## config.mk

```make
export PLATFORM = sky130hd
export DESIGN_NAME = slcg_front
export DESIGN_NICKNAME = d
export VERILOG_FILES = /design/src/hdl/slcg_pkg.sv /design/src/hdl/slcg_front.sv
export SDC_FILE = /design/constraint.sdc
export NUM_CORES = 1
export LEC_CHECK = 0
export ABC_CLOCK_PERIOD_IN_PS = 5300
export BUFFER_PORTS_ARGS = -buffer_cell sky130_fd_sc_hd__buf_2
export CAP_MARGIN = 20
export CORE_UTILIZATION = 52
export DETAILED_ROUTE_END_ITERATION = 8
export MAX_ROUTING_LAYER = met4
export PLACE_DENSITY = 0.87
export SLEW_MARGIN = 20
export SYNTH_ARGS = -nofsm -noshare
export SYNTH_HDL_FRONTEND = slang
export SYNTH_SLANG_ARGS = --single-unit
```

## constraint.sdc

```tcl
create_clock -name clk -period 5.3 [get_ports clk]
set_clock_uncertainty 0.2 [all_clocks]
set_input_delay 1.06 -clock clk [delete_from_list [all_inputs] [get_ports clk]]
set_output_delay 1.06 -clock clk [all_outputs]
set_load 0.01 [all_outputs]
```

## src/hdl/slcg_pkg.sv

```systemverilog
// Shared types and constants for the complex-grid SOR solver.
package slcg_pkg;

    localparam int FIELD_BITS = 24;
    localparam int FRAC_Q14   = 14;
    localparam int ONE_Q14    = 16384;

    typedef enum logic [1:0] {
        OP_LOAD  = 2'd0,
        OP_SWEEP = 2'd1,
        OP_READ  = 2'd2,
        OP_NONE  = 2'd3
    } op_t;

    localparam logic [1:0] REG_OMEGA = 2'd0;
    localparam logic [1:0] REG_COLS  = 2'd1;
    localparam logic [1:0] REG_ROWS  = 2'd2;

    typedef struct packed {
        logic [1:0]               op;
        logic [7:0]               row;
        logic [7:0]               col;
        logic signed [23:0]       load_re;
        logic signed [23:0]       load_im;
        logic [9:0]               sweep_count;
    } req_t;

    typedef struct packed {
        logic signed [23:0] read_re;
        logic signed [23:0] read_im;
        logic [1:0]         done_op;
    } rsp_t;

endpackage

```

## src/hdl/slcg_front.sv

```systemverilog
// Request queue between the input port and the execution engine.
module slcg_front
    import slcg_pkg::*;
(
    input  logic clk,
    input  logic rst_n,
    input  logic push,
    input  req_t req,
    output logic full,
    output logic q_valid,
    output req_t q_req,
    input  logic q_take
);
    req_t       buf_reg [2];
    logic       wp_reg, rp_reg;
    logic [1:0] cnt_reg;

    assign full    = (cnt_reg == 2'd2);
    assign q_valid = (cnt_reg != 2'd0);
    assign q_req   = buf_reg[rp_reg];

    always_ff @(posedge clk)
    begin
        if (push && !full)
            buf_reg[wp_reg] <= req;
    end

    always_ff @(posedge clk or negedge rst_n)
    begin
        if (!rst_n)
        begin
            wp_reg  <= 1'b0;
            rp_reg  <= 1'b0;
            cnt_reg <= 2'd0;
        end
        else
        begin
            if (push && !full)
                wp_reg <= ~wp_reg;
            if (q_take && q_valid)
                rp_reg <= ~rp_reg;
            cnt_reg <= cnt_reg + 2'((push && !full) ? 1 : 0)
                               - 2'((q_take && q_valid) ? 1 : 0);
        end
    end
endmodule

```

==> results of run 1 <==
synth_stat cells:
| library cell | count | area [µm²] |
|---|---|---|
| mux2_4 | 30 | 450 |
| and3_1 | 1 | 6.26 |
| nand2b_1 | 1 | 6.26 |
| xnor2_1 | 3 | 26.3 |
| buf_8 | 3 | 45.0 |
| nand2_1 | 1 | 3.75 |
| buf_2 | 4 | 20.0 |
| ha_1 | 2 | 25.0 |
| mux2_2 | 46 | 518 |
| and2_1 | 1 | 6.26 |
| inv_1 | 2 | 7.51 |
| dfrtp_1 | 4 | 100 |
| xor2_1 | 1 | 8.76 |
| edfxtp_1 | 152 | 4560 |
| or2_2 | 1 | 6.26 |
| nor2_1 | 1 | 3.75 |
| buf_6 | 2 | 22.5 |
per-stage QoR:
step | util, % | setup slack [ns] | area, µm² | hold WS [ns] | cells
3_5_place_dp | 61.7 | 2.23 | 6720 | 0.332 | 544
6_report | 67.2 | 1.91 | 7320 | 0.140 | 577
2_1_floorplan | - | 0.264 | 5820 | 0.261 | 255
4_1_cts | 67.0 | 1.68 | 7290 | 0.115 | 576
5_1_grt | 67.2 | 1.83 | 7320 | 0.118 | 577
3_3_place_gp | 61.7 | 2.24 | 6720 | 0.295 | 544
metal layers:
metal | vias to the layer above | wire (µm) | global-route usage, %
li1 | 1348 | - | -
met1 | 1396 | 3880 | 20.0
met2 | 99 | 5110 | 29.8
met3 | 15 | 560 | 5.02
met4 | 0 | 161 | 7.34
met5 | - | 0 | -
cells by family after synthesis:
| group | Yosys count |
|---|---|
| XOR/XNOR | 4 |
| flip-flops | 156 |
| AND/OR/NAND/NOR | 6 |
| adder cells (fa/ha/maj) | 2 |
| buffers and inverters | 11 |
| multiplexers | 76 |
power by group:
group | leakage (µW) | switching [µW] | internal (µW)
clock | 0.000268 | 450 | 716
sequential | 0.00146 | 121 | 1700
combinational | 0.00112 | 577 | 585
worst paths after layout:
path / endpoint / slack (ns) / depth (start not counted)
max in group asynchronous: rp_reg / 4.62 / 1
worst min register to register: cnt_reg[0] / 0.34 / 1
worst min-delay path: cnt_reg[0] / 0.14 / 1
worst max-delay path: q_req[1] / 1.91 / 3
min in group clk: cnt_reg[0] / 0.34 / 1
worst max register to register: buf_reg[0][33] / 3.05 / 4
critical path, stage by stage, from the launching register on:
cell and delay [ns]:
dfrtp_4 0.72, buf_16 0.31, mux2_2 0.38, buf_2 0.14
final cells by class:
type	instances	area [µm²]	area share, %
timing repair buffer	159	821	11.2
multi-input combinational	88	1070	14.7
clock buffer	21	429	5.86
sequential	156	4670	63.8
clock inverter	11	148	2.02
inverter	2	7.51	0.103
tap	140	175	2.39
==> impl_summary.log, run 1 <==
[metrics] status: complete, no violations
[metrics] number of core rows: 38
[metrics] master cell of the clock root buffer: clkbuf_8
[metrics] period utilisation layout: 63.9%
[metrics] Total Power Consumption: 4150 µW
[metrics] number of flip-flops in the largest register: 152
[metrics] most used cells in the layout excluding fill and tap cells: 157 x buf_2, 152 x edfxtp_1, 46 x mux2_2
[metrics] CTS Buffer Depth: 2
[metrics] Critical Path RT: 4.04 ns
[metrics] critical path launch point: rp_reg
[metrics] maximum frequency from static timing analysis: 295 MHz
[metrics] reg-to-reg startpoint: cnt_reg[1]
[metrics] cell area after technology mapping: 5820 µm²
[metrics] io pins: 158
[metrics] maxcap violations: 0
[metrics] count of port buffers added during placement: 157
[metrics] Slew HR: 31.6%
[metrics] mean routed wirelength per cell: 16.8 µm
[metrics] worst hold path type: input port to async pin
[metrics] simple-gate share of the synthesized area: 0.559%
[metrics] Syn Nets: 337
[metrics] area enclosed by the die boundary: 11,600 µm²
[metrics] pin slew with the least headroom to its limit: 1.03 ns
[metrics] Yosys Warn Count: 0
[metrics] final critical delay including setup and external delays: 3.39 ns
[metrics] H-tree Lvls: 4
[metrics] horizontal die dimension: 108 µm
[metrics] # clock sinks: 156
[metrics] number of antenna-violating nets in the routed design: 0
[metrics] number of nets in the final layout: 506
[metrics] TritonCTS clock tree: yes
[metrics] clock slew at the register clock pins of the worst setup and hold paths: 0.06 ns
[metrics] syn avg cell area: 22.8 µm²
[metrics] Resized Gates After CTS: 0
[metrics] number of flip-flops and latches in the synthesized netlist: 156
[metrics] xor/xnor cell area share of the yosys netlist: 0.602%
[metrics] sequential fraction of the synthesis area: 80.1%
[metrics] maximum vdd ir drop: 541 µV
[metrics] number of inserted filler cells in the final layout: 735
[metrics] area added between synthesis and finish: 25.8%
[metrics] leakage component of the power: 0.00284 µW
[metrics] setup repair after global routing missed its margin: false
[metrics] compound-gate portion of the synthesized area: 0%
[metrics] areal power density over the cells: 566 nW/µm²
[metrics] antenna diode instance count: 0
[metrics] area of the core: 10,900 µm²
[metrics] DRC violation count after routing: 0
[metrics] Final setup viols: 0
[metrics] number of instances in the synthesized netlist: 255
[metrics] DR pass1 iterations: 4
[metrics] hold buffers post-CTS: 0
[metrics] global-route wire length before repair: 14,400 µm
[metrics] final wirelength: 9710 µm
[metrics] layout cell share with drive strength beyond 1: 61.1%
[metrics] dominant combinational cell family by area after synthesis: multiplexers
[metrics] Die H: 108 µm
[metrics] Synth cell types: 17
[metrics] Crit Path Category: flop to output port
[metrics] total via count in the routed design: 2,858
[metrics] number of buffers inserted during clock tree synthesis: 17
[metrics] clock latency at the later pin of the worst-skew pair: 0.51 ns
[metrics] total routing usage reported by global routing: 17.7%
[metrics] initial antenna violation count: 0
[metrics] Synth Area in Adders: 0.430%
[metrics] via count of the first global-routing pass: 2,970
[metrics] number of failing hold endpoints at the final stage: 0
[metrics] critical path startpoint category: flop
[metrics] category of the worst setup path capture point: output port
[metrics] 1st-iter DRT viols: 107
[metrics] Arr. time, crit path: 2.13 ns
[metrics] max-slew violation total from the final report: 0
[metrics] Worst Path Max Fanout: 47
[metrics] Initial Utilization: 53.5%
[metrics] multiplexer fraction of the synthesized cell area: 16.6%
[metrics] Setup Fix Bufs, Post-CTS: 0
[metrics] Congestion Overflow GR: 0
[metrics] estimated wirelength of the detail-placed design: 6190 µm
[metrics] pin count of the biggest net entering global routing: 78
[metrics] ratio of routed vias to standard cells: 4.95
[metrics] aggregate negative setup slack: 0 ns
[metrics] RePlAce Congestion: 0.662
[metrics] leading cell type in the layout, fill and taps excluded: buf_2
Power figures use the tool's default switching activity.
==> run 2, diff against run 1 <==
--- a/config.mk
+++ b/config.mk
@@ -5,7 +5,7 @@
 export SDC_FILE = /design/constraint.sdc
 export NUM_CORES = 1
 export LEC_CHECK = 0
-export ABC_CLOCK_PERIOD_IN_PS = 5300
+export ABC_CLOCK_PERIOD_IN_PS = 3200
 export BUFFER_PORTS_ARGS = -buffer_cell sky130_fd_sc_hd__buf_2
 export CAP_MARGIN = 20
 export CORE_UTILIZATION = 52
==> constraint.sdc (replaced) <==
create_clock -name clk -period 3.2 [get_ports clk]
set_clock_uncertainty 0.2 [all_clocks]
set_input_delay 0.64 -clock clk [delete_from_list [all_inputs] [get_ports clk]]
set_output_delay 0.64 -clock clk [all_outputs]
set_load 0.01 [all_outputs]
==> impl_summary.log, run 2 (same netlist as run 1, synthesis figures left out) <==
[metrics] total routing usage reported by global routing: 17.8% (+0.058 points)
[metrics] worst hold margin: 0.106 ns (-0.0333 ns)
[metrics] worst hold stages: 1
[metrics] number of flip-flops in the largest register: 152 (unchanged)
[metrics] final critical delay including setup and external delays: 2.98 ns
[metrics] maxcap violations: 0 (unchanged)
[metrics] critical path startpoint category: flop
[metrics] clock latency at the later pin of the worst-skew pair: 0.51 ns (about the same)
[metrics] layout cell share with drive strength beyond 1: 61.2% (+0.075 points)
[metrics] leading cell type in the layout, fill and taps excluded: buf_2
[metrics] RePlAce Congestion: 0.714 (+7.8%)
[metrics] cells traversed along the worst timing path: buf_4 -> mux2_2 -> buf_2
[metrics] proportion of power drawn by flip-flops and latches: 43.5% (-0.3 points)
[metrics] Slew HR: 56.9% (+25 points)
[metrics] Critical Path RT: 2.36 ns (-1.68 ns)
[metrics] initial antenna violation count: 0 (unchanged)
[metrics] antenna diode instance count: 0 (unchanged)
[metrics] area of the core: 10,900 µm² (unchanged)
[metrics] 1st-iter DRT viols: 124 (+16%)
[metrics] Total Power Consumption: 6880 µW (+66%)
[metrics] TritonCTS clock tree: yes
[metrics] # clock sinks: 156 (unchanged)
[metrics] final core occ: 67.8% (+0.54 points)
[metrics] internal power component: 4980 µW (+66%)
[metrics] pin slew with the least headroom to its limit: 0.645 ns (-0.380 ns)
[metrics] Max stage delay cell, worst path: dfrtp_4
[metrics] horizontal die dimension: 108 µm (unchanged)
[metrics] total via count in the routed design: 2,879 (+0.73%)
[metrics] CTS Buffer Depth: 2 (unchanged)
[metrics] Setup Fix Bufs, Post-CTS: 0 (unchanged)
[metrics] Worst Path Max Fanout: 26 (-45%)
[metrics] estimated wirelength of the detail-placed design: 6420 µm (+3.7%)
[metrics] worst hold path type: input port to flop
[metrics] global-route wire length before repair: 14,400 µm (+0.14%)
[metrics] reg2reg setup slack: 1.14 ns (-1.91 ns)
[metrics] number of failing hold endpoints at the final stage: 0 (unchanged)
[metrics] maximum vdd ir drop: 493 µV (-9.0%)
[metrics] master cell of the clock root buffer: clkbuf_8
[metrics] Arr. time, crit path: 2.14 ns (about the same)
[metrics] status: complete, no violations
[metrics] sw frac: 27.5% (-0.17 points)
[metrics] number of nets in the final layout: 512 (+1.2%)
[metrics] areal power density over the cells: 932 nW/µm² (+65%)
[metrics] number of buffers inserted during clock tree synthesis: 17 (unchanged)
[metrics] DR pass1 iterations: 4 (unchanged)
[metrics] count of port buffers added during placement: 157 (unchanged)
[metrics] Final setup viols: 0 (unchanged)
[metrics] maximum frequency from static timing analysis: 335 MHz
[metrics] final wirelength: 9430 µm (-2.9%)
[metrics] period utilisation layout: 93.2%
[metrics] mean routed wirelength per cell: 16.2 µm (-3.9%)
[metrics] setup repair after global routing missed its margin: false
[metrics] area added between synthesis and finish: 26.8%
[metrics] depth of the most critical reg-to-reg path: 4 (unchanged)
[metrics] pin count of the biggest net entering global routing: 35 (-55%)
[metrics] Clock Power Share: 27.8% (-0.3 points)
[metrics] clock slew at the register clock pins of the worst setup and hold paths: 0.06 ns (about the same)
[metrics] leakage component of the power: 0.00288 µW (+1.4%)
[metrics] category of the worst setup path capture point: output port
[metrics] number of core rows: 38 (unchanged)
[metrics] H-tree Lvls: 4 (unchanged)
[metrics] Largest stage delay, worst path: 0.72 ns (about the same)
[metrics] Congestion Overflow GR: 0 (unchanged)
[metrics] Die H: 108 µm (unchanged)
[metrics] via count of the first global-routing pass: 3,012 (+1.4%)
[metrics] DRC violation count after routing: 0 (unchanged)
[metrics] number of antenna-violating nets in the routed design: 0 (unchanged)
[metrics] Net Sw Power: 1890 µW (+65%)
[metrics] Gate power share: 28.8% (+0.8 points)
[metrics] ratio of routed vias to standard cells: 4.94 (-0.30%)
[metrics] io pins: 158 (unchanged)
[metrics] slack of the critical path: 0.217 ns (-1.70 ns)
[metrics] aggregate negative setup slack: 0 ns (unchanged)
[metrics] Initial Utilization: 53.5% (unchanged)
[metrics] area enclosed by the die boundary: 11,600 µm² (unchanged)
[metrics] pre-CTS setup slack: 0.730 ns (-1.50 ns)
[metrics] max-slew violation total from the final report: 0 (unchanged)
[metrics] Crit Path Category: flop to output port
[metrics] most used cells in the layout excluding fill and tap cells: 157 x buf_2, 152 x edfxtp_1, 46 x mux2_2
[run 2: cell count changes in the layout (fill, tap and decap cells not counted), moves of 2 or more]
cell / previous run / this run
clkinv_1: 0 / 3
clkbuf_1: 4 / 2
buf_12: 0 / 3
buf_4: 1 / 4
clkinvlp_4: 4 / 2
[run 2: repair_timing]
item,in CTS,in global routing
endpoints found under the setup margin,0,0
resized for setup,0,0
hold endpoints to repair,4,0
hold buffers,1,0
[run 2: per-layer routing]
metal | vias to the layer above | routed length (µm) | track usage (%) | share of wire, %
li1 | 1360 | - | - | -
met1 | 1402 | 3770 | 19.9 | 40
met2 | 108 | 4980 | 28.5 | 53
met3 | 9 | 576 | 7.02 | 6.1
met4 | 0 | 99 | 7.34 | 1.1
met5 | - | 0 | - | 0
[run 2: cell type report]
cell class | instances | area, µm²
fill | 750 | 3510
clock buffer | 19 | 422
sequential | 156 | 4670
inverter | 2 | 7.51
multi-input combinational | 88 | 1070
tap | 140 | 175
timing repair buffer | 165 | 886
clock inverter | 13 | 149
[run 2: worst paths after layout]
check | start | to
min reg2reg | cnt_reg[0] | cnt_reg[0]
min | req[42] | buf_reg[1][42]
min in group asynchronous | rst_n | cnt_reg[0]
max reg2reg | cnt_reg[1] | buf_reg[0][2]
max | rp_reg | q_req[66]
max in group asynchronous | rst_n | rp_reg
[run 2: power by group through the flow]
stage | Combinational, µW | Clock [µW] | Sequential [µW]
detailed placement | 2010 | 0 | 3040
floorplan | 1430 | 0 | 2930
global placement | 1970 | 0 | 3010
global route | 2150 | 2050 | 3030
finish | 1980 | 1910 | 2990
CTS | 2020 | 1960 | 3000
[run 2: per-stage QoR]
stage               instance area (µm²)  std cells
global placement                   6800        550
CTS                                7380        583
finish                             7380        583
floorplan                          5830        255
global route                       7380        583
detailed placement                 6800        550
[run 2: worst max-delay path: cells and delay by family (launching register included)]
kind	cells	cell delay (ns)
DFF	1	0.72
buffers and inverters	2	0.53
muxes	1	0.38
==> run 3, diff against run 2 <==
--- a/config.mk
+++ b/config.mk
@@ -8,10 +8,12 @@
 export ABC_CLOCK_PERIOD_IN_PS = 3200
 export BUFFER_PORTS_ARGS = -buffer_cell sky130_fd_sc_hd__buf_2
 export CAP_MARGIN = 20
+export CORE_ASPECT_RATIO = 0.8
 export CORE_UTILIZATION = 52
 export DETAILED_ROUTE_END_ITERATION = 8
 export MAX_ROUTING_LAYER = met4
-export PLACE_DENSITY = 0.87
+export PLACE_DENSITY = 0.79
+export REMOVE_ABC_BUFFERS = 1
 export SLEW_MARGIN = 20
 export SYNTH_ARGS = -nofsm -noshare
 export SYNTH_HDL_FRONTEND = slang
==> impl_summary.log, run 3 (same netlist as run 1, synthesis figures left out) <==
[metrics] status: complete, no violations
[metrics] master cell of the clock root buffer: clkbuf_16
[metrics] final critical delay including setup and external delays: 2.83 ns (-0.155 ns)
[metrics] RePlAce Congestion: 0.731 (+2.4%)
[metrics] number of core rows: 34 (-11%)
[metrics] clock latency at the later pin of the worst-skew pair: 0.41 ns (-0.10 ns)
[metrics] critical path launch point: rp_reg
[metrics] ratio of routed vias to standard cells: 4.99 (+1.1%)
[metrics] io pins: 158 (unchanged)
[metrics] max-slew violation total from the final report: 0 (unchanged)
[metrics] final wirelength: 9870 µm (+4.7%)
[metrics] setup repair after global routing missed its margin: false
[metrics] Critical Path RT: 2.36 ns (about the same)
[metrics] Initial Utilization: 53.4% (about the same)
[metrics] area added between synthesis and finish: 27.3%
[metrics] clock slew at the register clock pins of the worst setup and hold paths: 0.06 ns (about the same)
[metrics] H-tree Lvls: 4 (unchanged)
[metrics] # clock sinks: 156 (unchanged)
[metrics] category of the worst setup path capture point: output port
[metrics] Net Sw Power: 1910 µW (+0.80%)
[metrics] layout cell share with drive strength beyond 1: 61.5% (+0.36 points)
[metrics] pin count of the biggest net entering global routing: 49 (+40%)
[metrics] 1st-iter DRT viols: 122 (-1.6%)
[metrics] Sequential cell area: 4670 µm² (unchanged)
[metrics] global-route wire length before repair: 15,300 µm (+5.8%)
[metrics] Final setup viols: 0 (unchanged)
[metrics] critical path startpoint category: flop
[metrics] mean routed wirelength per cell: 16.8 µm (+4.2%)
[metrics] Gate power share: 27.8% (-1.0 points)
[metrics] number of antenna-violating nets in the routed design: 0 (unchanged)
[metrics] pin slew with the least headroom to its limit: 0.644 ns (-0.00130 ns)
[metrics] DR pass1 iterations: 4 (unchanged)
[metrics] sw frac: 27.1% (-0.38 points)
[metrics] number of failing hold endpoints at the final stage: 0 (unchanged)
[metrics] number of buffers inserted during clock tree synthesis: 17 (unchanged)
[metrics] end of the worst register-to-register path: cnt_reg[1]
[metrics] maxcap violations: 0 (unchanged)
[metrics] internal power component: 5120 µW (+2.8%)
[metrics] DRC violation count after routing: 0 (unchanged)
[metrics] Congestion Overflow GR: 0 (unchanged)
[metrics] number of flip-flops in the largest register: 152 (unchanged)
[metrics] Crit Path Category: flop to output port
[metrics] multi-input combinational cell area: 1070 µm² (unchanged)
[metrics] horizontal die dimension: 120 µm (+12%)
[metrics] number of nets in the final layout: 511 (-0.20%)
[metrics] initial antenna violation count: 0 (unchanged)
[metrics] Critical Path Sink: q_req[7]
[metrics] period utilisation layout: 88.4% (-4.8 points)
[metrics] number of inserted filler cells in the final layout: 747 (-0.40%)
[metrics] Clock Power Share: 29.3% (+1.5 points)
[metrics] via count of the first global-routing pass: 3,064 (+1.7%)
[metrics] area enclosed by the die boundary: 11,600 µm² (about the same)
[metrics] TritonCTS clock tree: yes
[metrics] area of the core: 10,900 µm² (about the same)
[metrics] worst hold path type: input port to flop
[metrics] Worst Path Max Fanout: 30 (+15%)
[metrics] antenna diode instance count: 0 (unchanged)
[metrics] count of port buffers added during placement: 157 (unchanged)
[metrics] reg2reg setup slack: 1.23 ns (+0.09 ns)
[metrics] leakage component of the power: 0.00289 µW (+0.35%)
[metrics] total via count in the routed design: 2,926 (+1.6%)
[metrics] CTS Buffer Depth: 2 (unchanged)
[metrics] maximum frequency from static timing analysis: 354 MHz (+5.5%)
[metrics] estimated wirelength of the detail-placed design: 6540 µm (+1.9%)
[metrics] aggregate negative setup slack: 0 ns (unchanged)
[metrics] reg-to-reg startpoint: cnt_reg[1]
[metrics] areal power density over the cells: 948 nW/µm² (+1.8%)
[metrics] depth of the most critical reg-to-reg path: 7 (+3)
[metrics] most used cells in the layout excluding fill and tap cells: 157 x buf_2, 152 x edfxtp_1, 46 x mux2_2
[metrics] Slew HR: 57.1% (+0.19 points)
[metrics] leading cell type in the layout, fill and taps excluded: buf_2
[metrics] total routing usage reported by global routing: 18.7% (+0.86 points)
[metrics] Die H: 96.6 µm (-10%)
[metrics] Resized Gates After CTS: 0 (unchanged)
[metrics] Total Power Consumption: 7030 µW (+2.2%)
[metrics] Arr. time, crit path: 1.99 ns (-0.15 ns)
[metrics] maximum vdd ir drop: 622 µV (+26%)
[metrics] proportion of power drawn by flip-flops and latches: 42.8% (-0.7 points)
-- run 3: cell types whose count changed in the layout (fill, tap and decap cells not counted) --
cell        previous run  this run
clkinv_1               3         0
buf_12                 3         2
bufinv_16              3         4
clkbuf_1               2         3
clkbuf_16             16        17
clkinv_4               1         0
clkinvlp_4             2         3
-- run 3: routing by layer --
layer | vias up | share of wire [%] | global-route usage (%)
met1 | 1445 | 43 | 21.8
met3 | 10 | 6.2 | 5.96
li1 | 1357 | - | -
met4 | 0 | 0.87 | 7.41
met5 | - | 0 | -
met2 | 114 | 50 | 30.1
-- run 3: layout make-up --
type                       instances  share of cell area [%]
timing repair buffer             164                    11.7
sequential                       156                    63.0
clock inverter                    11                    2.25
tap                              144                    2.43
multi-input combinational         88                    14.5
clock buffer                      21                    6.08
inverter                           2                   0.101
-- run 3: worst max-delay path, cell delays in order (launching register included) --
cell     delay (ns)
dfrtp_4        0.77
buf_4          0.31
mux2_2         0.34
buf_2          0.14
-- run 3: power groups by stage --
stage	sequential (µW)	clock, µW	combinational (µW)
floorplan	3110	0	1240
global placement	3030	0	1970
detailed placement	3060	0	1980
CTS	3020	2110	2000
global route	3060	2190	2120
finish	3010	2060	1960
-- run 3: worst min path at each step --
stage | from | to | cells after the start
6_report | req[49] | buf_reg[0][49] | 1
5_1_grt | req[49] | buf_reg[0][49] | 1
4_1_cts | req[49] | buf_reg[0][49] | 1
3_5_place_dp | rst_n | cnt_reg[0] | 1
3_3_place_gp | rst_n | cnt_reg[0] | 1
2_1_floorplan | rst_n | cnt_reg[0] | 0
-- run 3: timing repair --
| item | in CTS | in global routing |
|---|---|---|
| endpoints found under the setup margin | 0 | 0 |
| hold buffers | 1 | 0 |
| buffers inserted | 0 | 0 |
| endpoints found under the hold margin | 4 | 0 |
-- run 3: stage by stage --
step | instance area [µm²] | utilization [%] | hold WS (ns) | cells | setup slack, ns
final | 7410 | 68.1 | 0.217 | 586 | 0.372
after global routing | 7410 | 68.1 | 0.188 | 586 | 0.258
after CTS | 7410 | 68.1 | 0.188 | 586 | 0.315
after detailed placement | 6790 | 62.3 | 0.254 | 553 | 0.770
after global placement | 6790 | 62.3 | 0.253 | 553 | 0.772
after floorplan | 5730 | - | 0.144 | 246 | -1.42
